## config.mk

```make
export PLATFORM = sky130hd
export DESIGN_NAME = fgai_front
export DESIGN_NICKNAME = d
export VERILOG_FILES = /design/src/design/fgai_pkg.sv /design/src/design/fgai_front.sv
export SDC_FILE = /design/constraint.sdc
export NUM_CORES = 1
export LEC_CHECK = 0
export BUFFER_PORTS_ARGS = -buffer_cell sky130_fd_sc_hd__buf_2
export CAP_MARGIN = 20
export CORE_MARGIN = 8
export CORE_UTILIZATION = 36
export DETAILED_ROUTE_END_ITERATION = 8
export HOLD_SLACK_MARGIN = 0.03
export PLACE_DENSITY_LB_ADDON = 0.3
export SLEW_MARGIN = 20
export SYNTH_ARGS = -nofsm -noshare
export SYNTH_HDL_FRONTEND = slang
export SYNTH_SLANG_ARGS = --single-unit
```

## constraint.sdc

```tcl
create_clock -name clk -period 3.5 [get_ports clk]
set_input_delay 0.525 -clock clk [delete_from_list [all_inputs] [get_ports clk]]
set_output_delay 0.525 -clock clk [all_outputs]
set_load 0.01 [all_outputs]
```

## src/design/fgai_pkg.sv

```systemverilog
// shared types and constants for the fuel gauge averaging and interpolation block
`default_nettype none
package fgai_pkg;

	localparam int SAMPLE_W  = 16;
	localparam int AVG_W     = 16;
	localparam int CODE_W    = 15;
	localparam int TANK_W    = 11;
	localparam int FILL_W    = 14;
	localparam int FUEL_W    = 15;
	localparam int CFG_IDX_W = 3;
	localparam int NUM_PTS   = 5;
	localparam int NUM_SEGS  = NUM_PTS - 1;

	// configuration register indexes
	localparam logic [CFG_IDX_W-1:0] CFG_CODE_EMPTY   = 3'd0;
	localparam logic [CFG_IDX_W-1:0] CFG_CODE_QUARTER = 3'd1;
	localparam logic [CFG_IDX_W-1:0] CFG_CODE_HALF    = 3'd2;
	localparam logic [CFG_IDX_W-1:0] CFG_CODE_3QUART  = 3'd3;
	localparam logic [CFG_IDX_W-1:0] CFG_CODE_FULL    = 3'd4;
	localparam logic [CFG_IDX_W-1:0] CFG_TANK         = 3'd5;

	// register values after reset
	localparam logic [CODE_W-1:0] RST_CODE_EMPTY   = 15'd20799;
	localparam logic [CODE_W-1:0] RST_CODE_QUARTER = 15'd19200;
	localparam logic [CODE_W-1:0] RST_CODE_HALF    = 15'd14400;
	localparam logic [CODE_W-1:0] RST_CODE_3QUART  = 15'd6720;
	localparam logic [CODE_W-1:0] RST_CODE_FULL    = 15'd1920;
	localparam logic [TANK_W-1:0] RST_TANK         = 11'd350;

	localparam logic [11:0]       SEG_CENTI  = 12'd2500;
	localparam logic [FILL_W-1:0] FILL_EMPTY = 14'd0;
	localparam logic [FILL_W-1:0] FILL_FULL  = 14'd10000;
	localparam logic [TANK_W-1:0] TANK_MAX   = 11'd2000;
	localparam logic [CODE_W-1:0] LITRE_DIV  = 15'd1000;

	// fill * tank stays below 2^25, so a rounded-up reciprocal of 1000 gives the exact quotient
	localparam int FUEL_SHIFT = 35;
	localparam int FUEL_RCP_W = 26;
	localparam logic [FUEL_RCP_W-1:0] FUEL_RECIP =
		FUEL_RCP_W'(((64'd1 << FUEL_SHIFT) + 64'(LITRE_DIV) - 64'd1) / 64'(LITRE_DIV));

	// interpolation divider: left-aligned dividend bits, remainder preloaded with the top bits
	localparam int DVD_W      = 27;
	localparam int REM_W      = 15;
	localparam int QUO_W      = 16;
	localparam int DIV_BPC    = 2;
	localparam int STEP_W     = 4;
	localparam int FILL_QBITS = 12;
	localparam logic [STEP_W-1:0] FILL_STEPS = STEP_W'(FILL_QBITS / DIV_BPC);

	typedef struct packed {
		logic [NUM_PTS-1:0][CODE_W-1:0] code;
		logic [TANK_W-1:0]              tank;
	} cfg_t;

	typedef struct packed {
		logic              start;
		logic [REM_W-1:0]  rem_init;
		logic [DVD_W-1:0]  bits_init;
		logic [CODE_W-1:0] divisor;
		logic [STEP_W-1:0] steps;
	} div_req_t;

	typedef struct packed {
		logic full;
		logic empty;
	} q_stat_t;

endpackage
`default_nettype wire

```

## src/design/fgai_front.sv

```systemverilog
// front end: accepts samples, keeps the window sum and hands finished sums to the queue
`default_nettype none
module fgai_front import fgai_pkg::*; #(
	parameter int WINDOW = 10,
	parameter int SUM_W  = 20
) (
	input  logic                       clk,
	input  logic                       arst_n,
	input  logic                       in_valid,
	output logic                       in_ready,
	input  logic signed [SAMPLE_W-1:0] adc_sample,
	input  q_stat_t                    q_stat,
	output logic                       q_push,
	output logic signed [SUM_W-1:0]    q_data
);

	localparam int CNT_W = $clog2(WINDOW + 1);

	logic [CNT_W-1:0]        count_q;
	logic signed [SUM_W-1:0] sum_q;
	logic signed [SUM_W-1:0] sum_next;
	logic                    last;
	logic                    accept;

	assign last     = (count_q == CNT_W'(WINDOW - 1));
	assign sum_next = sum_q + SUM_W'(adc_sample);
	// only the closing beat of a window needs room in the queue
	assign in_ready = !last || !q_stat.full;
	assign accept   = in_valid && in_ready;
	assign q_push   = accept && last;
	assign q_data   = sum_next;

	always_ff @(posedge clk or negedge arst_n) begin
		if (!arst_n) begin
			count_q <= '0;
			sum_q   <= '0;
		end else if (accept) begin
			if (last) begin
				count_q <= '0;
				sum_q   <= '0;
			end else begin
				count_q <= count_q + 1'b1;
				sum_q   <= sum_next;
			end
		end
	end

endmodule
`default_nettype wire

```

## After elaboration in Yosys (flattened, before gate mapping)

Cells that the tools add are included.

- Add/sub/neg operators: 2
- Equal/unequal tests: 1
- Reductions and logical operators: 5
- Muxes and demuxes: 2

Operators by type and width:

| kind | count |
|---|---|
| 20-bit by 16-bit adder with 20-bit output | 1 |
| 20-bit two-way mux | 1 |
| 4-bit by 1-bit adder with 4-bit output, second input constant | 1 |
| 4-bit == test, second input constant | 1 |
| 4-bit two-way mux | 1 |
| 1-bit logical AND | 2 |
| 1-bit zero test | 2 |
| 1-bit logical OR | 1 |

- Output and inout port bits: 22
- Word-level logic and storage cells: 12
- Input port bits: 21
- Register bits after elaboration: 24

## Longest topological paths before layout

Gate-level depths: netlist (run 1).

- Depth in word-level cells: 5
- Depth in mapped cells: 8
- Depth with buffers taken out: 8

## Worst setup path before layout (run 1)

No wires, ideal clock.

- Path kind: in2out
- From: input adc_sample[0]
- To: output q_data[8]
- Data arrival time: 2.153 ns
- Buffers on the path: 0
- Setup slack: 0.822 ns
- Cell stages on the path: 7
- Data required time: 2.975 ns
- Cells stage by stage: ha_1 -> fa_1 -> a21oi_1 -> o21ai_1 -> a2111oi_0 -> nor3_1 -> xor2_1

- Cells in the longest elaborated chain, start to end: 1

Ends and longest elaborated chain:

| item | line | text |
|---|---|---|
| from (decl) | fgai_front.sv:11 | `input logic signed [SAMPLE_W-1:0] adc_sample,` |
| 20-bit by 16-bit adder with 20-bit output | fgai_front.sv:26 | `assign sum_next = sum_q + SUM_W'(adc_sample);` |
| to (decl) | fgai_front.sv:14 | `output logic signed [SUM_W-1:0] q_data` |

No other way between the ends.

## Final worst setup path (run 1)

- From: register sum_q[0]
- To: output q_data[18]

- Cells in the longest elaborated chain, start to end: 1

Ends and longest elaborated chain:

| item | line | text |
|---|---|---|
| from (decl) | fgai_front.sv:20 | `logic signed [SUM_W-1:0] sum_q;` |
| from (signal assigned) | fgai_front.sv:43 | `sum_q <= sum_next;` |
| 20-bit by 16-bit adder with 20-bit output | fgai_front.sv:26 |  |

No other way between the ends.

==> flow_summary.ini, run 1 <==
[die]
design.core.area_sq_um = 5473
rows = 27
die-area_sq_um = 8287
chipHeight_um = 91.04
ioPinCount = 43
start_util_pct = 37.04
chipWidth_um = 91.04

[logic_synthesis]
netlist_area_sq_um = 2027
synth_edf_count = 0
synth_nets = 262
netlist.area_leader.share_pct = 29.63
yosys_most_used_dff = dfrtp_1
netlist_top_cells_area = dfrtp_1 30%, ha_1 12%, a22o_1 6.5%
yosysTopAreaCell = dfrtp_1
avgSynthCellArea_sq_um = 9.172
synthArstFlopShare_pct = 100.0
yosys_warnings = 0
synthCells = 221
synth-seq-cells = 24
synth-seq-area-share_pct = 29.63
ys_types = 53

[timing]
relSlewSlack_pct = 62.24
clock_skew_ps = 8.639
tightest_slew_ps = 566.4
final.period_utilization_pct = 87.83
max_freq_ghz = 0.3253
fin_tns_setup_ps = 0
finalCriticalPeriod_ps = 3074
hold_violations = 0
setup_viol = 0
rsz0062_at_grt = no
slew_violations = 0

[clocking]
cts_made_buffers = 3
cts-root-buf = clkbuf_8
clockBufferDepth = 2
clk_latency_ps = 270
postCtsSetupBuffers = 0
hold_buffers = 0
post_cts_resized = 0
cts.clk_slew.worst_paths_ps = 90
cts_tree = yes
htreeDepth = 1
cts_sinks = 24

[worst_setup_path]
path_class = register to output port
crit_slowest_cell = fa_1
worstPathArrival_ps = 2550
end_kind = output port
cp_top_family = compound AO/OA/AOI/OAI gates
startpoint_type = register
critPathMaxStageDelay_ps = 430
crit_chain = ha_1 > fa_1 > a21oi_1 > o21ai_1 > o21ai_2 > a21oi_4 > a21boi_0 > xnor2_1 > buf_2
path_max_fanout = 7
critPathBufInv = 1
worstPathRequired_ps = 2970

[placement]
dp_hpwl_mm = 3.664
placed_area_sq_um = 2301
gp_congestion = 0.7763
port_buffers = 41

[drt]
vias = 1794
drtIter0Drc = 65
vias_per_cell = 5.420
firstDrtPassIters = 4
routed_wirelength_mm = 4.779
wl_per_cell_um = 14.44
drc = 0
antenna_left = 0

[power_and_ir_drop]
seqPwrFrac_pct = 20.5
p_int_w = 0.001349
p_sw_w = 0.001171
switching_share_pct = 46.48
vdd.ir_drop.worst_v = 0.0004658
powerDensity_nw_per_um2 = 1062
power_frac_comb_pct = 69.7
pwr-share-clk_pct = 9.8
p_leak_nw = 1.109

[layout]
nets = 301
antenna-diode-count = 0
syn_to_final_growth_pct = 17.04
nFillCells = 564
drive_gt1_share_pct = 23.55
fin_area_sq_um = 2372

[global_routing]
grt_pass1_wl_mm = 8.542
grt-ovfl-total = 0
antenna_found_initial = 0
grt_use_total_pct = 11.90
grt_pass1_vias = 1887
grt_start_max_net_pins = 25

[flow_run]
cap_violations = 0

[outcome]
status = completed

[min_path]
hold_path_class = input pin to asynchronous set/reset pin
## per-layer routing
layer	up-vias	GRT usage, %	wire length, um
li1	912	-	-
met4	0	2.456	37
met1	841	15.14	2330
met5	-	0	0
met2	37	19.71	2140
met3	4	3.128	271
## flip-flops by register name, indices dropped and copies added (netlist names)
register / count
sum_q: 20
count_q: 4
## cell type report
cell class | count | area [sq um] | area share (%)
sequential | 24 | 600.6 | 25.32
inverter | 1 | 3.754 | 0.1582
timing repair buffer | 44 | 227.7 | 9.599
clock buffer | 3 | 41.29 | 1.741
clock inverter | 1 | 30.03 | 1.266
multi-input combinational | 186 | 1379 | 58.12
tap | 72 | 90.09 | 3.797
## Yosys cell counts (2+ instances only)
| cell type | instances |
|---|---|
| or3_1 | 2 |
| nand2b_1 | 2 |
| buf_2 | 4 |
| a21boi_0 | 3 |
| nor2b_1 | 4 |
| a22o_1 | 15 |
| o21ai_1 | 4 |
| nand4_1 | 2 |
| o21ai_0 | 3 |
| o21ai_2 | 2 |
| a21oi_1 | 17 |
| nor3_1 | 9 |
| buf_1 | 2 |
| xnor2_1 | 12 |
| nor2_1 | 8 |
| and2_1 | 4 |
| nand3_1 | 10 |
| a31oi_1 | 4 |
| o211ai_1 | 2 |
| ha_1 | 19 |
| clkbuf_1 | 3 |
| a21o_1 | 6 |
| a22oi_1 | 2 |
| dfrtp_1 | 24 |
| nand2_1 | 18 |
| a21oi_2 | 3 |
| and3_1 | 3 |
| xor2_1 | 8 |
| o211a_1 | 2 |
## power groups by stage
stage	Combinational, W	Clock (W)	Sequential, W
2_1_floorplan	0.00129	0	0.000499
3_3_place_gp	0.00175	0	0.000521
3_5_place_dp	0.00177	0	0.000522
4_1_cts	0.00178	0.000254	0.000517
5_1_grt	0.00199	0.000263	0.000535
6_report	0.00176	0.000246	0.000518
## per-stage QoR
stage / instances / util (%) / total power (W) / setup slack [ps] / hold slack [ps]
5_1_grt: 331 / 43.35 / 0.002785 / 271.2 / 283.3
2_1_floorplan: 221 / - / 0.001792 / 821.8 / 229.4
3_5_place_dp: 327 / 42.04 / 0.002290 / 488.7 / 497.7
6_report: 331 / 43.35 / 0.002520 / 426.0 / 239.1
3_3_place_gp: 327 / 42.04 / 0.002272 / 508.4 / 492.4
4_1_cts: 331 / 43.35 / 0.002553 / 441.6 / 267.9
## final timing paths
path	start	endpoint	slack, ps	cells after the start
worst min register to register	sum_q[7]	sum_q[7]	520	1
worst max-delay path	sum_q[0]	q_data[18]	430	9
worst max register to register	sum_q[0]	sum_q[8]	1110	8
worst min-delay path	arst_n	sum_q[6]	240	1
min in group clk	sum_q[7]	sum_q[7]	520	1
max in group asynchronous	arst_n	sum_q[18]	2880	1
## logic make-up after synthesis
kind of cell             Yosys count  synth area share, %
adder cells (fa/ha/maj)           20                12.72
AND/OR/NAND/NOR                   69                17.78
AO/OA/AOI/OAI                     77                28.89
XOR/XNOR                          20                8.642
buffers and inverters             11                2.345
flip-flops                        24                29.63
## cells in the final DEF (no fill, tap or decap), types with 9 or more instances in the layout
cell type  synthesis  layout
buf_2              4      41
xnor2_1           12      12
a22o_1            15      15
a21oi_1           17      17
dfrtp_1           24      24
ha_1              19      19
nand2_1           18      18
nor3_1             9       9
nand3_1           10      10
(Power assumes the default switching activity.)
==> run 2: changes to the inputs <==
--- a/config.mk
+++ b/config.mk
@@ -11,7 +11,7 @@
 export CORE_UTILIZATION = 36
 export DETAILED_ROUTE_END_ITERATION = 8
 export HOLD_SLACK_MARGIN = 0.03
-export PLACE_DENSITY_LB_ADDON = 0.3
+export PLACE_DENSITY = 0.58
 export SLEW_MARGIN = 20
 export SYNTH_ARGS = -nofsm -noshare
 export SYNTH_HDL_FRONTEND = slang
==> run 2 against run 1 <==
  * First-iteration DRC count rose by 6.2%
  * Hold slack got worse by 6.0 ps
  * Clock skew increased by 1.5 ps
  * Setup slack improved by 18 ps
  * Critical path type unchanged
  * Critical endpoint is now q_data[8]
  * Power is 0.17% higher
  * Sequential power about the same
  * Sequential share of layout area unchanged
  * Highest routed layer unchanged
  * Cell area stayed put
==> flow_summary.ini, run 2 (synthesis results as in run 1) <==
[layout]
multi_input_area_sq_um = 1379
largest_reg_flops = 20
syn_to_final_growth_pct = 17.04
antenna-diode-count = 0
nets = 301
regArea_sq_um = 600.6
nFillCells = 564
final_common_cell = buf_2
fin_cells = 331
top_register = sum_q
reg.largest.list = sum_q (20), count_q (4)
final_cell_mix = 41 x buf_2, 24 x dfrtp_1, 19 x ha_1
drive_gt1_share_pct = 23.55
fin_util_pct = 43.35

[min_path]
hold_path_class = input pin to asynchronous set/reset pin

[drt]
vias_per_cell = 5.441
drtIter0Drc = 69
firstDrtPassIters = 4
wl_per_cell_um = 14.84
antenna_left = 0
routed_wirelength_mm = 4.911
drc = 0
vias = 1801

[global_routing]
grt_use_total_pct = 11.97
grt_pass1_wl_mm = 8.431
grt-ovfl-total = 0
grtUsageMet1_pct = 14.81
grt_start_max_net_pins = 25
antenna_found_initial = 0
use_met2_pct = 20.25
busiest_layer = met2
met3_usage_pct = 2.798
grt_pass1_vias = 1837

[die]
ioPinCount = 43
rows = 27
design.core.area_sq_um = 5473
chipHeight_um = 91.04
die-area_sq_um = 8287
start_util_pct = 37.04
chipWidth_um = 91.04

[worst_setup_path]
worstPathRequired_ps = 2970
worstPathArrival_ps = 2530
end_kind = output port
startpoint_type = register
path_class = register to output port
path_max_fanout = 3

[clocking]
post_cts_resized = 0
cts_sinks = 24
postCtsSetupBuffers = 0
cts-root-buf = clkbuf_8
htreeDepth = 1
clockBufferDepth = 2
cts_made_buffers = 3
cts_tree = yes
cts.clk_slew.worst_paths_ps = 100
hold_buffers = 0
clk_latency_ps = 280

[power_and_ir_drop]
p_int_w = 0.001349
power_frac_comb_pct = 69.4
powerDensity_nw_per_um2 = 1064
vdd.ir_drop.worst_v = 0.0005916
p_leak_nw = 1.109
p_sw_w = 0.001175
switching_share_pct = 46.55
seqPwrFrac_pct = 20.6
pwr-share-clk_pct = 9.9

[outcome]
status = completed

[timing]
finalCriticalPeriod_ps = 3056
final.period_utilization_pct = 87.32
clock_skew_ps = 10.17
hold_violations = 0
relSlewSlack_pct = 62.46
fin_tns_setup_ps = 0
max_freq_ghz = 0.3272
setup_viol = 0
tightest_slew_ps = 563.1
slew_violations = 0
rsz0062_at_grt = no

[placement]
gp_congestion = 0.7927
place_inst = 327
dp_hpwl_mm = 3.685
port_buffers = 41

[flow_run]
cap_violations = 0
==> run 2: final timing paths <==
kind / from / end / slack, ps / depth (start not counted)
worst min register to register: sum_q[6] / sum_q[6] / 520 / 1
worst min-delay path: arst_n / sum_q[19] / 230 / 1
worst max-delay path: sum_q[0] / q_data[8] / 440 / 8
max in group asynchronous: arst_n / sum_q[9] / 2890 / 1
min in group clk: sum_q[6] / sum_q[6] / 520 / 1
worst max register to register: sum_q[0] / sum_q[8] / 1120 / 8
==> run 2: power groups by stage <==
| stage | Clock (W) | Combinational (W) | Sequential, W |
|---|---|---|---|
| after floorplan | 0 | 0.00129 | 0.000499 |
| after global placement | 0 | 0.00175 | 0.000522 |
| after detailed placement | 0 | 0.00177 | 0.000524 |
| after CTS | 0.000260 | 0.00178 | 0.000521 |
| after global routing | 0.000268 | 0.00196 | 0.000540 |
| final | 0.000251 | 0.00175 | 0.000520 |
==> run 2: worst max-delay path, cell delays in order (launching register included) <==
cell,delay [ps]
dfrtp_1,400
ha_1,220
fa_1,430
a21oi_1,160
o21ai_1,110
a2111oi_0,430
nor3_1,130
xor2_1,200
buf_2,170
==> run 2: cell type report <==
type                    count  area share [%]
repair buffers             44           9.599
well taps                  72           3.797
multi-input cells         186           58.12
flip-flops and latches     24           25.32
clock buffers               3           1.741
clock inverters             1           1.266
inverters                   1          0.1582
==> run 2: layer usage <==
layer / vias to the layer above / routed length [um] / share of wire [%]
li1: 917 / - / -
met1: 841 / 2396 / 49
met2: 39 / 2291 / 47
met3: 4 / 174 / 3.5
met4: 0 / 48 / 0.98
met5: - / 0 / 0
==> run 2: stage by stage <==
| step | hold WS (ps) | instance area [sq um] | total power (W) | setup WS [ps] |
|---|---|---|---|---|
| CTS | 256.3 | 2372 | 0.002557 | 443.3 |
| detailed placement | 498.6 | 2301 | 0.002291 | 515.2 |
| global placement | 492.5 | 2301 | 0.002272 | 505.8 |
| global route | 276.4 | 2372 | 0.002767 | 184.2 |
| finish | 233.1 | 2372 | 0.002524 | 443.7 |
| floorplan | 229.4 | 2027 | 0.001792 | 821.8 |
