**src/design/fgai_pkg.sv**
```systemverilog
// shared types and constants for the fuel gauge averaging and interpolation block
`default_nettype none
package fgai_pkg;

	localparam int SAMPLE_W  = 16;
	localparam int AVG_W     = 16;
	localparam int CODE_W    = 15;
	localparam int TANK_W    = 11;
	localparam int FILL_W    = 14;
	localparam int FUEL_W    = 15;
	localparam int CFG_IDX_W = 3;
	localparam int NUM_PTS   = 5;
	localparam int NUM_SEGS  = NUM_PTS - 1;

	// configuration register indexes
	localparam logic [CFG_IDX_W-1:0] CFG_CODE_EMPTY   = 3'd0;
	localparam logic [CFG_IDX_W-1:0] CFG_CODE_QUARTER = 3'd1;
	localparam logic [CFG_IDX_W-1:0] CFG_CODE_HALF    = 3'd2;
	localparam logic [CFG_IDX_W-1:0] CFG_CODE_3QUART  = 3'd3;
	localparam logic [CFG_IDX_W-1:0] CFG_CODE_FULL    = 3'd4;
	localparam logic [CFG_IDX_W-1:0] CFG_TANK         = 3'd5;

	// register values after reset
	localparam logic [CODE_W-1:0] RST_CODE_EMPTY   = 15'd20799;
	localparam logic [CODE_W-1:0] RST_CODE_QUARTER = 15'd19200;
	localparam logic [CODE_W-1:0] RST_CODE_HALF    = 15'd14400;
	localparam logic [CODE_W-1:0] RST_CODE_3QUART  = 15'd6720;
	localparam logic [CODE_W-1:0] RST_CODE_FULL    = 15'd1920;
	localparam logic [TANK_W-1:0] RST_TANK         = 11'd350;

	localparam logic [11:0]       SEG_CENTI  = 12'd2500;
	localparam logic [FILL_W-1:0] FILL_EMPTY = 14'd0;
	localparam logic [FILL_W-1:0] FILL_FULL  = 14'd10000;
	localparam logic [TANK_W-1:0] TANK_MAX   = 11'd2000;
	localparam logic [CODE_W-1:0] LITRE_DIV  = 15'd1000;

	// fill * tank stays below 2^25, so a rounded-up reciprocal of 1000 gives the exact quotient
	localparam int FUEL_SHIFT = 35;
	localparam int FUEL_RCP_W = 26;
	localparam logic [FUEL_RCP_W-1:0] FUEL_RECIP =
		FUEL_RCP_W'(((64'd1 << FUEL_SHIFT) + 64'(LITRE_DIV) - 64'd1) / 64'(LITRE_DIV));

	// interpolation divider: left-aligned dividend bits, remainder preloaded with the top bits
	localparam int DVD_W      = 27;
	localparam int REM_W      = 15;
	localparam int QUO_W      = 16;
	localparam int DIV_BPC    = 2;
	localparam int STEP_W     = 4;
	localparam int FILL_QBITS = 12;
	localparam logic [STEP_W-1:0] FILL_STEPS = STEP_W'(FILL_QBITS / DIV_BPC);

	typedef struct packed {
		logic [NUM_PTS-1:0][CODE_W-1:0] code;
		logic [TANK_W-1:0]              tank;
	} cfg_t;

	typedef struct packed {
		logic              start;
		logic [REM_W-1:0]  rem_init;
		logic [DVD_W-1:0]  bits_init;
		logic [CODE_W-1:0] divisor;
		logic [STEP_W-1:0] steps;
	} div_req_t;

	typedef struct packed {
		logic full;
		logic empty;
	} q_stat_t;

endpackage
`default_nettype wire

```
**src/design/fgai_div.sv**
```systemverilog
// restoring divider for the interpolation step, two quotient bits per cycle
`default_nettype none
module fgai_div import fgai_pkg::*; (
	input  logic             clk,
	input  logic             arst_n,
	input  div_req_t         req,
	output logic             done,
	output logic [QUO_W-1:0] quot
);

	logic [REM_W-1:0]  rem_q;
	logic [DVD_W-1:0]  bits_q;
	logic [CODE_W-1:0] divisor_q;
	logic [STEP_W-1:0] cnt_q;
	logic              busy_q;
	logic              done_q;
	logic [REM_W-1:0]  rem_n;
	logic [DVD_W-1:0]  bits_n;

	always_comb begin
		logic [REM_W:0] t;
		rem_n  = rem_q;
		bits_n = bits_q;
		t      = '0;
		for (int i = 0; i < DIV_BPC; i++) begin
			t = {rem_n, bits_n[DVD_W-1]};
			if (t >= {1'b0, divisor_q}) begin
				rem_n  = REM_W'(t - {1'b0, divisor_q});
				bits_n = {bits_n[DVD_W-2:0], 1'b1};
			end else begin
				rem_n  = t[REM_W-1:0];
				bits_n = {bits_n[DVD_W-2:0], 1'b0};
			end
		end
	end

	always_ff @(posedge clk) begin
		if (req.start) begin
			rem_q     <= req.rem_init;
			bits_q    <= req.bits_init;
			divisor_q <= req.divisor;
		end else if (busy_q) begin
			rem_q  <= rem_n;
			bits_q <= bits_n;
		end
	end

	always_ff @(posedge clk or negedge arst_n) begin
		if (!arst_n) begin
			cnt_q  <= '0;
			busy_q <= 1'b0;
			done_q <= 1'b0;
		end else begin
			done_q <= 1'b0;
			if (req.start) begin
				cnt_q  <= req.steps;
				busy_q <= 1'b1;
			end else if (busy_q) begin
				cnt_q <= cnt_q - 1'b1;
				if (cnt_q == STEP_W'(1)) begin
					busy_q <= 1'b0;
					done_q <= 1'b1;
				end
			end
		end
	end

	assign done = done_q;
	assign quot = bits_q[QUO_W-1:0];

endmodule
`default_nettype wire

```
**src/design/fgai_back.sv**
```systemverilog
// back end: average, curve lookup, interpolation and fuel amount, one window sum at a time
`default_nettype none
module fgai_back import fgai_pkg::*; #(
	parameter int WINDOW = 10,
	parameter int SUM_W  = 20
) (
	input  logic                     clk,
	input  logic                     arst_n,
	input  cfg_t                     cfg,
	input  q_stat_t                  q_stat,
	input  logic signed [SUM_W-1:0]  q_head,
	output logic                     q_pop,
	output logic                     out_valid,
	input  logic                     out_ready,
	output logic signed [AVG_W-1:0]  average_code,
	output logic [FILL_W-1:0]        fill_centi_percent,
	output logic [FUEL_W-1:0]        fuel_centi_liter
);

	localparam logic [3:0] S_IDLE      = 4'd0;
	localparam logic [3:0] S_AVG_MUL   = 4'd1;
	localparam logic [3:0] S_AVG_SIGN  = 4'd2;
	localparam logic [3:0] S_SEG       = 4'd3;
	localparam logic [3:0] S_MUL1      = 4'd4;
	localparam logic [3:0] S_FILL_GO   = 4'd5;
	localparam logic [3:0] S_FILL_WAIT = 4'd6;
	localparam logic [3:0] S_MUL2      = 4'd7;
	localparam logic [3:0] S_FUEL_MUL  = 4'd8;
	localparam logic [3:0] S_EMIT      = 4'd9;

	// window magnitudes stay below 2^20, so a rounded-up reciprocal of WINDOW is exact
	localparam int AVG_SHIFT   = 24;
	localparam int AVG_RCP_W   = 25;
	localparam int AVG_PROD_W  = SUM_W + AVG_RCP_W;
	localparam int FUEL_PROD_W = 25 + FUEL_RCP_W;
	localparam logic [AVG_RCP_W-1:0] AVG_RECIP =
		AVG_RCP_W'(((1 << AVG_SHIFT) + WINDOW - 1) / WINDOW);

	logic [3:0]              state_q;
	logic                    neg_q;
	logic [SUM_W-1:0]        mag_q;
	logic [AVG_PROD_W-1:0]   avg_prod_q;
	logic signed [AVG_W:0]   avg_q;
	logic [FILL_W-1:0]       base_q;
	logic [CODE_W-1:0]       span_q;
	logic [CODE_W-1:0]       dist_q;
	logic [DVD_W-1:0]        prod1_q;
	logic [24:0]             prod2_q;
	logic [FUEL_PROD_W-1:0]  fuel_prod_q;
	logic [FILL_W-1:0]       fill_q;
	logic signed [AVG_W-1:0] avg_out_q;
	logic [FILL_W-1:0]       fill_out_q;
	logic [FUEL_W-1:0]       fuel_out_q;
	logic                    out_valid_q;

	logic [SUM_W-1:0]        mag;
	logic [AVG_W:0]          avg_mag;
	div_req_t                div_req;
	logic                    div_done;
	logic [QUO_W-1:0]        div_quot;
	logic                    seg_hit;
	logic [1:0]              seg_k;
	logic                    above_empty;
	logic [TANK_W-1:0]       tank_sat;
	logic                    emit;

	assign mag      = q_head[SUM_W-1] ? SUM_W'(-q_head) : SUM_W'(q_head);
	assign avg_mag  = avg_prod_q[AVG_SHIFT +: AVG_W + 1];
	assign q_pop    = (state_q == S_IDLE) && !q_stat.empty;
	assign emit     = (state_q == S_EMIT) && (!out_valid_q || out_ready);
	assign tank_sat = (cfg.tank > TANK_MAX) ? TANK_MAX : cfg.tank;

	// first segment holding the average, both ends inclusive
	always_comb begin
		logic [NUM_SEGS-1:0] hit;
		for (int k = 0; k < NUM_SEGS; k++) begin
			hit[k] = (avg_q <= $signed({2'b00, cfg.code[k]})) &&
			         (avg_q >= $signed({2'b00, cfg.code[k+1]}));
		end
		seg_hit = |hit;
		seg_k   = 2'd0;
		for (int k = NUM_SEGS - 1; k >= 0; k--) begin
			if (hit[k]) begin
				seg_k = 2'(k);
			end
		end
		above_empty = avg_q > $signed({2'b00, cfg.code[0]});
	end

	fgai_div u_div (
		.clk    (clk),
		.arst_n (arst_n),
		.req    (div_req),
		.done   (div_done),
		.quot   (div_quot)
	);

	always_comb begin
		div_req = '0;
		case (state_q)
			S_FILL_GO: begin
				div_req.start     = 1'b1;
				div_req.rem_init  = prod1_q[DVD_W-1:FILL_QBITS];
				div_req.bits_init = {prod1_q[FILL_QBITS-1:0], (DVD_W - FILL_QBITS)'(0)};
				div_req.divisor   = span_q;
				div_req.steps     = FILL_STEPS;
			end
			default: begin
				div_req = '0;
			end
		endcase
	end

	always_ff @(posedge clk) begin
		case (state_q)
			S_IDLE: begin
				neg_q <= q_head[SUM_W-1];
				mag_q <= mag;
			end
			S_AVG_MUL: begin
				avg_prod_q <= AVG_PROD_W'(mag_q) * AVG_PROD_W'(AVG_RECIP);
			end
			S_AVG_SIGN: begin
				avg_q <= neg_q ? $signed(-avg_mag) : $signed(avg_mag);
			end
			S_SEG: begin
				base_q <= FILL_W'(seg_k) * FILL_W'(SEG_CENTI);
				span_q <= CODE_W'(cfg.code[seg_k] - cfg.code[seg_k + 3'd1]);
				dist_q <= CODE_W'($signed({2'b00, cfg.code[seg_k]}) - avg_q);
				if (!seg_hit) begin
					fill_q <= above_empty ? FILL_EMPTY : FILL_FULL;
				end else begin
					// zero-width segment keeps its start level
					fill_q <= FILL_W'(seg_k) * FILL_W'(SEG_CENTI);
				end
			end
			S_MUL1: begin
				prod1_q <= DVD_W'(dist_q) * DVD_W'(SEG_CENTI);
			end
			S_FILL_WAIT: begin
				if (div_done) begin
					fill_q <= base_q + FILL_W'(div_quot[FILL_QBITS-1:0]);
				end
			end
			S_MUL2: begin
				prod2_q <= 25'(fill_q) * 25'(tank_sat);
			end
			S_FUEL_MUL: begin
				fuel_prod_q <= FUEL_PROD_W'(prod2_q) * FUEL_PROD_W'(FUEL_RECIP);
			end
			default: begin
			end
		endcase
		if (emit) begin
			avg_out_q  <= avg_q[AVG_W-1:0];
			fill_out_q <= fill_q;
			fuel_out_q <= fuel_prod_q[FUEL_SHIFT +: FUEL_W];
		end
	end

	always_ff @(posedge clk or negedge arst_n) begin
		if (!arst_n) begin
			state_q     <= S_IDLE;
			out_valid_q <= 1'b0;
		end else begin
			if (emit) begin
				out_valid_q <= 1'b1;
			end else if (out_ready) begin
				out_valid_q <= 1'b0;
			end
			case (state_q)
				S_IDLE: begin
					if (!q_stat.empty) begin
						state_q <= S_AVG_MUL;
					end
				end
				S_AVG_MUL: begin
					state_q <= S_AVG_SIGN;
				end
				S_AVG_SIGN: begin
					state_q <= S_SEG;
				end
				S_SEG: begin
					if (seg_hit &&
					    (cfg.code[seg_k] != cfg.code[seg_k + 3'd1])) begin
						state_q <= S_MUL1;
					end else begin
						state_q <= S_MUL2;
					end
				end
				S_MUL1: begin
					state_q <= S_FILL_GO;
				end
				S_FILL_GO: begin
					state_q <= S_FILL_WAIT;
				end
				S_FILL_WAIT: begin
					if (div_done) begin
						state_q <= S_MUL2;
					end
				end
				S_MUL2: begin
					state_q <= S_FUEL_MUL;
				end
				S_FUEL_MUL: begin
					state_q <= S_EMIT;
				end
				S_EMIT: begin
					if (emit) begin
						state_q <= S_IDLE;
					end
				end
				default: begin
					state_q <= S_IDLE;
				end
			endcase
		end
	end

	assign out_valid          = out_valid_q;
	assign average_code       = avg_out_q;
	assign fill_centi_percent = fill_out_q;
	assign fuel_centi_liter   = fuel_out_q;

endmodule
`default_nettype wire
```
**config.mk**
```make
export PLATFORM = sky130hd
export DESIGN_NAME = fgai_back
export DESIGN_NICKNAME = d
export VERILOG_FILES = /design/src/design/fgai_pkg.sv /design/src/design/fgai_div.sv /design/src/design/fgai_back.sv
export SDC_FILE = /design/constraint.sdc
export NUM_CORES = 2
export LEC_CHECK = 0
export BUFFER_PORTS_ARGS = -buffer_cell sky130_fd_sc_hd__clkbuf_2
export CAP_MARGIN = 20
export CORE_UTILIZATION = 30
export DETAILED_ROUTE_END_ITERATION = 6
export SLEW_MARGIN = 0
export SYNTH_ARGS = -nofsm -noshare
export SYNTH_HDL_FRONTEND = slang
export SYNTH_SLANG_ARGS = --single-unit
```
**constraint.sdc**
```tcl
create_clock -name clk -period 7 [get_ports clk]
set_clock_uncertainty 0.1 [all_clocks]
set_input_delay 0.7 -clock clk [delete_from_list [all_inputs] [get_ports clk]]
set_output_delay 0.7 -clock clk [all_outputs]
set_load 0.03 [all_outputs]
```
# Word-level counts from Yosys, hierarchy flattened
# Index checks and enable logic that the tools add are counted.
[totals]
regBits = 347
output_inout_bits = 47
[classes]
muxes = 39
n_addsub = 9
n_eq_ne = 14
n_mul = 5
n_reduce_logical = 17
magnitude_cmp = 14
[op_table]
columns = ["cell", "count"]
rows = [
  ["15-bit two-way mux", 6],
  ["17-bit by 16-bit >= comparator with 1-bit output", 4],
  ["17-bit by 16-bit less-or-equal comparator with 1-bit output", 4],
  ["62-bit two-way mux", 1],
  ["15-bit subtractor", 4],
  ["27-bit two-way mux", 2],
  ["25-bit by 26-bit multiplier with 50-bit output (second input constant)", 1],
  ["15-bit binary-select mux with 3-bit select", 1],
  ["14-bit two-way mux", 3],
  ["20-bit by 20-bit multiplier with 40-bit output (second input constant)", 1],
  ["4-bit one-hot mux with 10 select lines", 1],
  ["16-bit by 15-bit >= comparator with 1-bit output", 2],
  ["15-bit binary-select mux with 2-bit select", 1],
  ["14-bit one-hot mux with 2 select lines", 1],
  ["14-bit by 11-bit multiplier with 25-bit output", 1],
  ["15-bit by 10-bit multiplier with 25-bit output (second input constant)", 1],
  ["4-bit two-way mux", 5],
  ["20-bit negator", 1],
  ["19-bit two-way mux", 1],
  ["17-bit by 16-bit greater-than comparator with 1-bit output", 1],
  ["17-bit two-way mux", 1],
  ["17-bit negator", 1],
  ["4-bit by 3-bit equality test with 1-bit output (second input constant)", 4],
  ["15-bit != test", 1],
  ["other kinds (23)", 49],
]

# Logic depth before layout (Yosys ltp)
[depth]
ltp_word = 13
mapped_depth = 31

# Cells and area by module
# A second synthesis with hierarchy kept.
[unflattened]
cells_unflattened = 3920
area_unflattened_um2 = 40151.0
[by_module_without_submodules]
columns = ["mod", "seq_area_each_um2", "cells_each", "instances", "area_each_um2"]
rows = [
  ["fgai_back", 6581.3, 3515, 1, 35800.6],
  ["fgai_div", 1861.8, 405, 1, 4350.4],
]

# Worst setup path after synthesis
# Ideal clock, no wire load.
[synth_timing]
kind = "input -> register"
from = "input port cfg[0] (netlist name)"
to = "register prod2_q[23], data pin"
n_path_buf = 1
path_stages = 26
setup_time_ns = 0.258
setup_slack_ns = -0.139
t_arrival_ns = 6.782
t_required_ns = 6.642
cell_sequence = "o41ai_1 > nand2_1 > nand4_1 > and2_1 > clkbuf_1 > nand2_1 > fa_1 > inv_1 > fa_1 > inv_1 > fa_1 > inv_1 > fa_1 > inv_1 > fa_1 > inv_1 > ha_1 > or4_1 > o211ai_1 > a21oi_1 > o41a_1 > a41o_1 > o41a_1 > a21o_1 > a21oi_1 > xnor2_1"
[synth_via]
elab_chain_len = 3
[synth_rtl]
columns = ["element", "line_no", "rtl"]
rows = [
  ["start, declared", "fgai_back.sv:9", "input cfg_t cfg,"],
  ["11-bit greater-than comparator", "fgai_back.sv:71", "assign tank_sat = (cfg.tank > TANK_MAX) ? TANK_MAX : cfg.tank;"],
  ["11-bit two-way mux *", "fgai_back.sv:71", ""],
  ["14-bit by 11-bit multiplier with 25-bit output *", "fgai_back.sv:146", "prod2_q <= 25'(fill_q) * 25'(tank_sat);"],
  ["end signal, assigned", "fgai_back.sv:146", ""],
  ["end, declared", "fgai_back.sv:48", "logic [24:0] prod2_q;"],
]
# Mark *: on every way between the ends. The rest lies on a longest branch, timed or not.
# A chain may end at the register's enable or synchronous reset.

# Worst setup path after layout
[layout_timing]
from = "register prod2_q[18]"
to = "register fuel_prod_q[48], data pin"
[layout_via]
elab_chain_len = 1
[layout_rtl]
columns = ["element", "line_no", "rtl"]
rows = [
  ["25-bit by 26-bit multiplier with 50-bit output", "fgai_back.sv:149", "fuel_prod_q <= FUEL_PROD_W'(prod2_q) * FUEL_PROD_W'(FUEL_RECIP);"],
  ["end signal, assigned", "fgai_back.sv:149", ""],
  ["end, declared", "fgai_back.sv:49", "logic [FUEL_PROD_W-1:0] fuel_prod_q;"],
]
# No other way between the ends.

==> results by group <==
Setup path
  • Worst Reg-to-Reg Cells: 24
  • Top Family by Delay on Critical Path: adder cells
  • Critical Path Most Common Cell: fa_1
  • CP endpoint: fuel_prod_q[48]$_DFFE_PP_
  • Critical Path End Type: flip-flop
  • CP Cell Sequence: buf_4, ha_2, buf_4, fa_1, inv_1, fa_1, fa_1, fa_1, inv_1, fa_1, inv_1, ha_1, ha_1, a21o_1, a21o_1, a21oi_1, o21ai_1, a21oi_2, or3b_2, nand3_1, or2_2, a41oi_2, a21boi_0, xor2_1
  • Crit Path Class: reg -> reg
  • Reg-to-reg slack, setup: 230 ps
  • Worst Path Max Fanout: 3
  • Total number of cells along the worst setup path: 24
  • RR Startpoint: prod2_q[18]$_DFFE_PP_
  • CP startpoint: prod2_q[18]$_DFFE_PP_
  • CP startpoint kind: flip-flop
  • Worst R2R End: fuel_prod_q[48]$_DFFE_PP_
  • Worst Path Required: 7230 ps
  • Crit path arrival time: 7000 ps
  • Crit path max-delay cell type: fa_1
  • Crit path largest cell delay: 580 ps
  • Worst Path Buf+Inv: 5

STA
  • Setup violators final: 0
  • Setup tns final: 0 ps
  • RSZ-0062 raised after global routing: yes
  • Minimum clock period: 6770 ps
  • Fmax: 148 MHz
  • Period utilisation layout: 96.7%
  • Count of final hold-check violations: 0
  • Final count of pins violating max slew: 0
  • Final WS setup: 233 ps
  • Worst rel slew slack: 42.2%
  • Worst slew pin tran: 863 ps

Floorplan
  • Ports: 158
  • Die W: 366 µm
  • Die height: 366 µm
  • Initial Utilization: 30.3%
  • Die Area: 134000 µm²
  • Core area: 131000 µm²
  • Rows: 133

Placement
  • Post-Place Setup Slack: -639 ps
  • Placed cell count: 5993
  • Port bufs: 156
  • HPWL Detailed: 87500 µm
  • Routability congestion estimate: 0.919

Layout
  • NumNets Final: 5627
  • Area Overhead vs Synth: 15.0%
  • Cell Count, Final, Fillers Out: 6083
  • Share of cells above drive strength 1: 12.7%

Global routing
  • First-pass GRT wire length: 161000 µm
  • Met1 Resource Use GR: 20.5%
  • Largest net degree at the start of global routing: 58
  • Met3 Use GR: 1.94%
  • Vias in the first global route: 29400
  • Met2 Usage GRT: 26.1%
  • GR peak layer: met2
  • Overflow after GRT: 0
  • GRT Overall Usage: 15.3%
  • Initial antenna violation count: 2

Detailed routing
  • Routed vias/inst: 4.62
  • Total wire length: 101000 µm
  • DRC viols: 0
  • First drt pass iteration count: 5
  • Detailed Route Iter0 Violations: 1454
  • Final ANT Viol Nets: 0
  • Via Count: 28100
  • DR WL/cell: 16.7 µm

Synth
  • Synth Flop Type: edfxtp_1
  • Post-synthesis register bit count: 283
  • Post-synthesis instance total: 3921
  • Mapped Area: 39800 µm²
  • Synthesized area per cell: 10.1 µm²
  • Synth cell types: 76
  • Mapped Nets: 5248
  • EDFF count, synth: 272
  • Syn. warnings: 0
  • Fraction of registers with async set/reset: 3.89%
  • Register area share after synthesis: 21.2%

Min path
  • Hold Crit Depth: 1
  • Hold Crit Class: in -> reg

CTS
  • Num CTS Buffers: 35
  • Clk sink count: 283
  • H-Tree Depth: 2
  • Clock slew at reported path FFs: 60 ps
  • CTS tree: built
  • Max clock buf depth: 3
  • Root Driver: clkbuf_16
  • Skew-Pair Late Insertion Delay: 580 ps

Run
  • Max cap viols: 0

Run status
  • Status: complete, no violations
==> synth_stat cells, drive strengths merged (25+ instances only) <==
master | count | area [µm²]
fa | 487 | 9750
nand4 | 25 | 156
nand2 | 241 | 905
xnor2 | 120 | 1050
a31oi | 28 | 190
and2 | 71 | 444
nor2b | 28 | 175
clkbuf | 58 | 218
and3 | 52 | 325
nor2 | 147 | 552
a21oi | 119 | 599
nor3 | 38 | 195
nand2b | 29 | 181
nand3 | 41 | 205
inv | 968 | 3630
o21ai | 79 | 395
ha | 729 | 9120
xor2 | 39 | 342
a21o | 56 | 420
edfxtp | 272 | 8170
==> registers in the layout (all words and copies together) (netlist names), 15 cells and up <==
signal	count
u_div.bits_q	27
u_div.divisor_q	15
avg_prod_q	17
span_q	15
prod2_q	25
u_div.rem_q	15
avg_q	17
mag_q	20
fuel_prod_q	15
average_code	16
dist_q	15
fuel_centi_liter	15
prod1_q	25
==> per-layer routing <==
metal  part of all wire, %  vias to the layer above
met5                0.0099                        -
met4                   2.0                        2
met3                   4.4                      114
met2                    48                      551
met1                    45                    13900
li1                      -                    13500
==> logic make-up (layout without fill, tap and decap cells) <==
logic type | count (synthesis) | count (layout) | share of synthesized area [%]
compound gates | 452 | 452 | 7.51
simple gates | 734 | 734 | 9.02
mux | 36 | 36 | 1.37
buf+inv | 1041 | 1447 | 9.92
other cells | 0 | 1 | 0
fa+ha+maj | 1216 | 1216 | 47.4
flops | 283 | 283 | 21.2
xor+xnor | 159 | 159 | 3.50
==> layout by cell type (no fill, tap or decap), types with 8 or more instances in the layout <==
master | Yosys | final
o211ai_1 | 8 | 8
clkbuf_16 | 0 | 36
a21o_1 | 56 | 56
inv_1 | 967 | 965
o31ai_1 | 18 | 17
a21oi_1 | 118 | 113
buf_4 | 1 | 253
xnor2_1 | 120 | 120
nor3_1 | 37 | 32
ha_1 | 729 | 726
nand4_1 | 25 | 25
or3_1 | 19 | 18
o21ai_0 | 78 | 71
o21bai_1 | 13 | 13
and3_1 | 52 | 51
clkbuf_2 | 0 | 156
or2_2 | 9 | 10
a211oi_1 | 23 | 22
o21a_1 | 23 | 23
and2_1 | 71 | 69
xor2_1 | 39 | 38
nor2_1 | 147 | 145
fa_1 | 487 | 487
mux4_2 | 13 | 13
a31oi_1 | 27 | 26
a21boi_0 | 13 | 12
nor2b_1 | 28 | 27
nand3_1 | 41 | 41
nand2b_1 | 29 | 28
edfxtp_1 | 272 | 272
mux2i_1 | 16 | 16
nand2_1 | 241 | 239
nor4_1 | 9 | 8
o41ai_1 | 10 | 9
a22oi_1 | 14 | 14
dfrtp_1 | 11 | 11
==> per-stage QoR <==
step	utilization [%]	hold slack [ps]	instance area [µm²]
finish	34.8	272	45700
floorplan	-	300	39800
global placement	33.7	304	44200
detailed placement	33.7	308	44200
global route	34.8	239	45700
CTS	34.6	223	45500
==> worst register-to-register path, stage by stage (launching register included) <==
cell	delay [ps]
edfxtp_1	480
buf_4	210
ha_2	290
buf_4	160
fa_1	540
inv_1	50
fa_1	470
fa_1	530
fa_1	580
inv_1	80
fa_1	530
inv_1	40
ha_1	280
ha_1	310
a21o_1	180
a21o_1	180
a21oi_1	140
o21ai_1	100
a21oi_2	170
or3b_2	140
nand3_1	90
or2_2	330
a41oi_2	240
a21boi_0	140
xor2_1	150
==> worst min path at each step <==
stage                                   start                             to  slack, ps
finish                              q_head[0]             mag_q[0]$_DFFE_PP_        270
detailed placement  fuel_prod_q[37]$_DFFE_PP_  fuel_centi_liter[2]$_DFFE_PP_        310
global placement    fuel_prod_q[35]$_DFFE_PP_  fuel_centi_liter[0]$_DFFE_PP_        300
global route                        q_head[0]             mag_q[0]$_DFFE_PP_        240
floorplan                              arst_n          out_valid$_DFFE_PN0P_        300
CTS                                 q_head[0]             mag_q[0]$_DFFE_PP_        220
==> final cells by class <==
cell class | instances | area (µm²)
antenna | 1 | 2.50
clock buffer | 43 | 927
clock inverter | 21 | 263
fill | 13400 | 85700
inverter | 970 | 3640
multi-input combinational | 2597 | 27600
sequential | 283 | 8440
tap | 1755 | 2200
timing repair buffer | 413 | 2720
==> timing repair <==
item | in CTS | in global routing
resized for setup | 2 | 39
pin swaps | 1 | 27
cloned | 0 | 0
buffers inserted | 4 | 20
hold buffers | 1 | 0
setup endpoints to repair | 5 | 26
endpoints found under the hold margin | 11 | 0
Power is not shown: default switching activity piles up to over one toggle a cycle in this logic, so the estimate is an artifact.
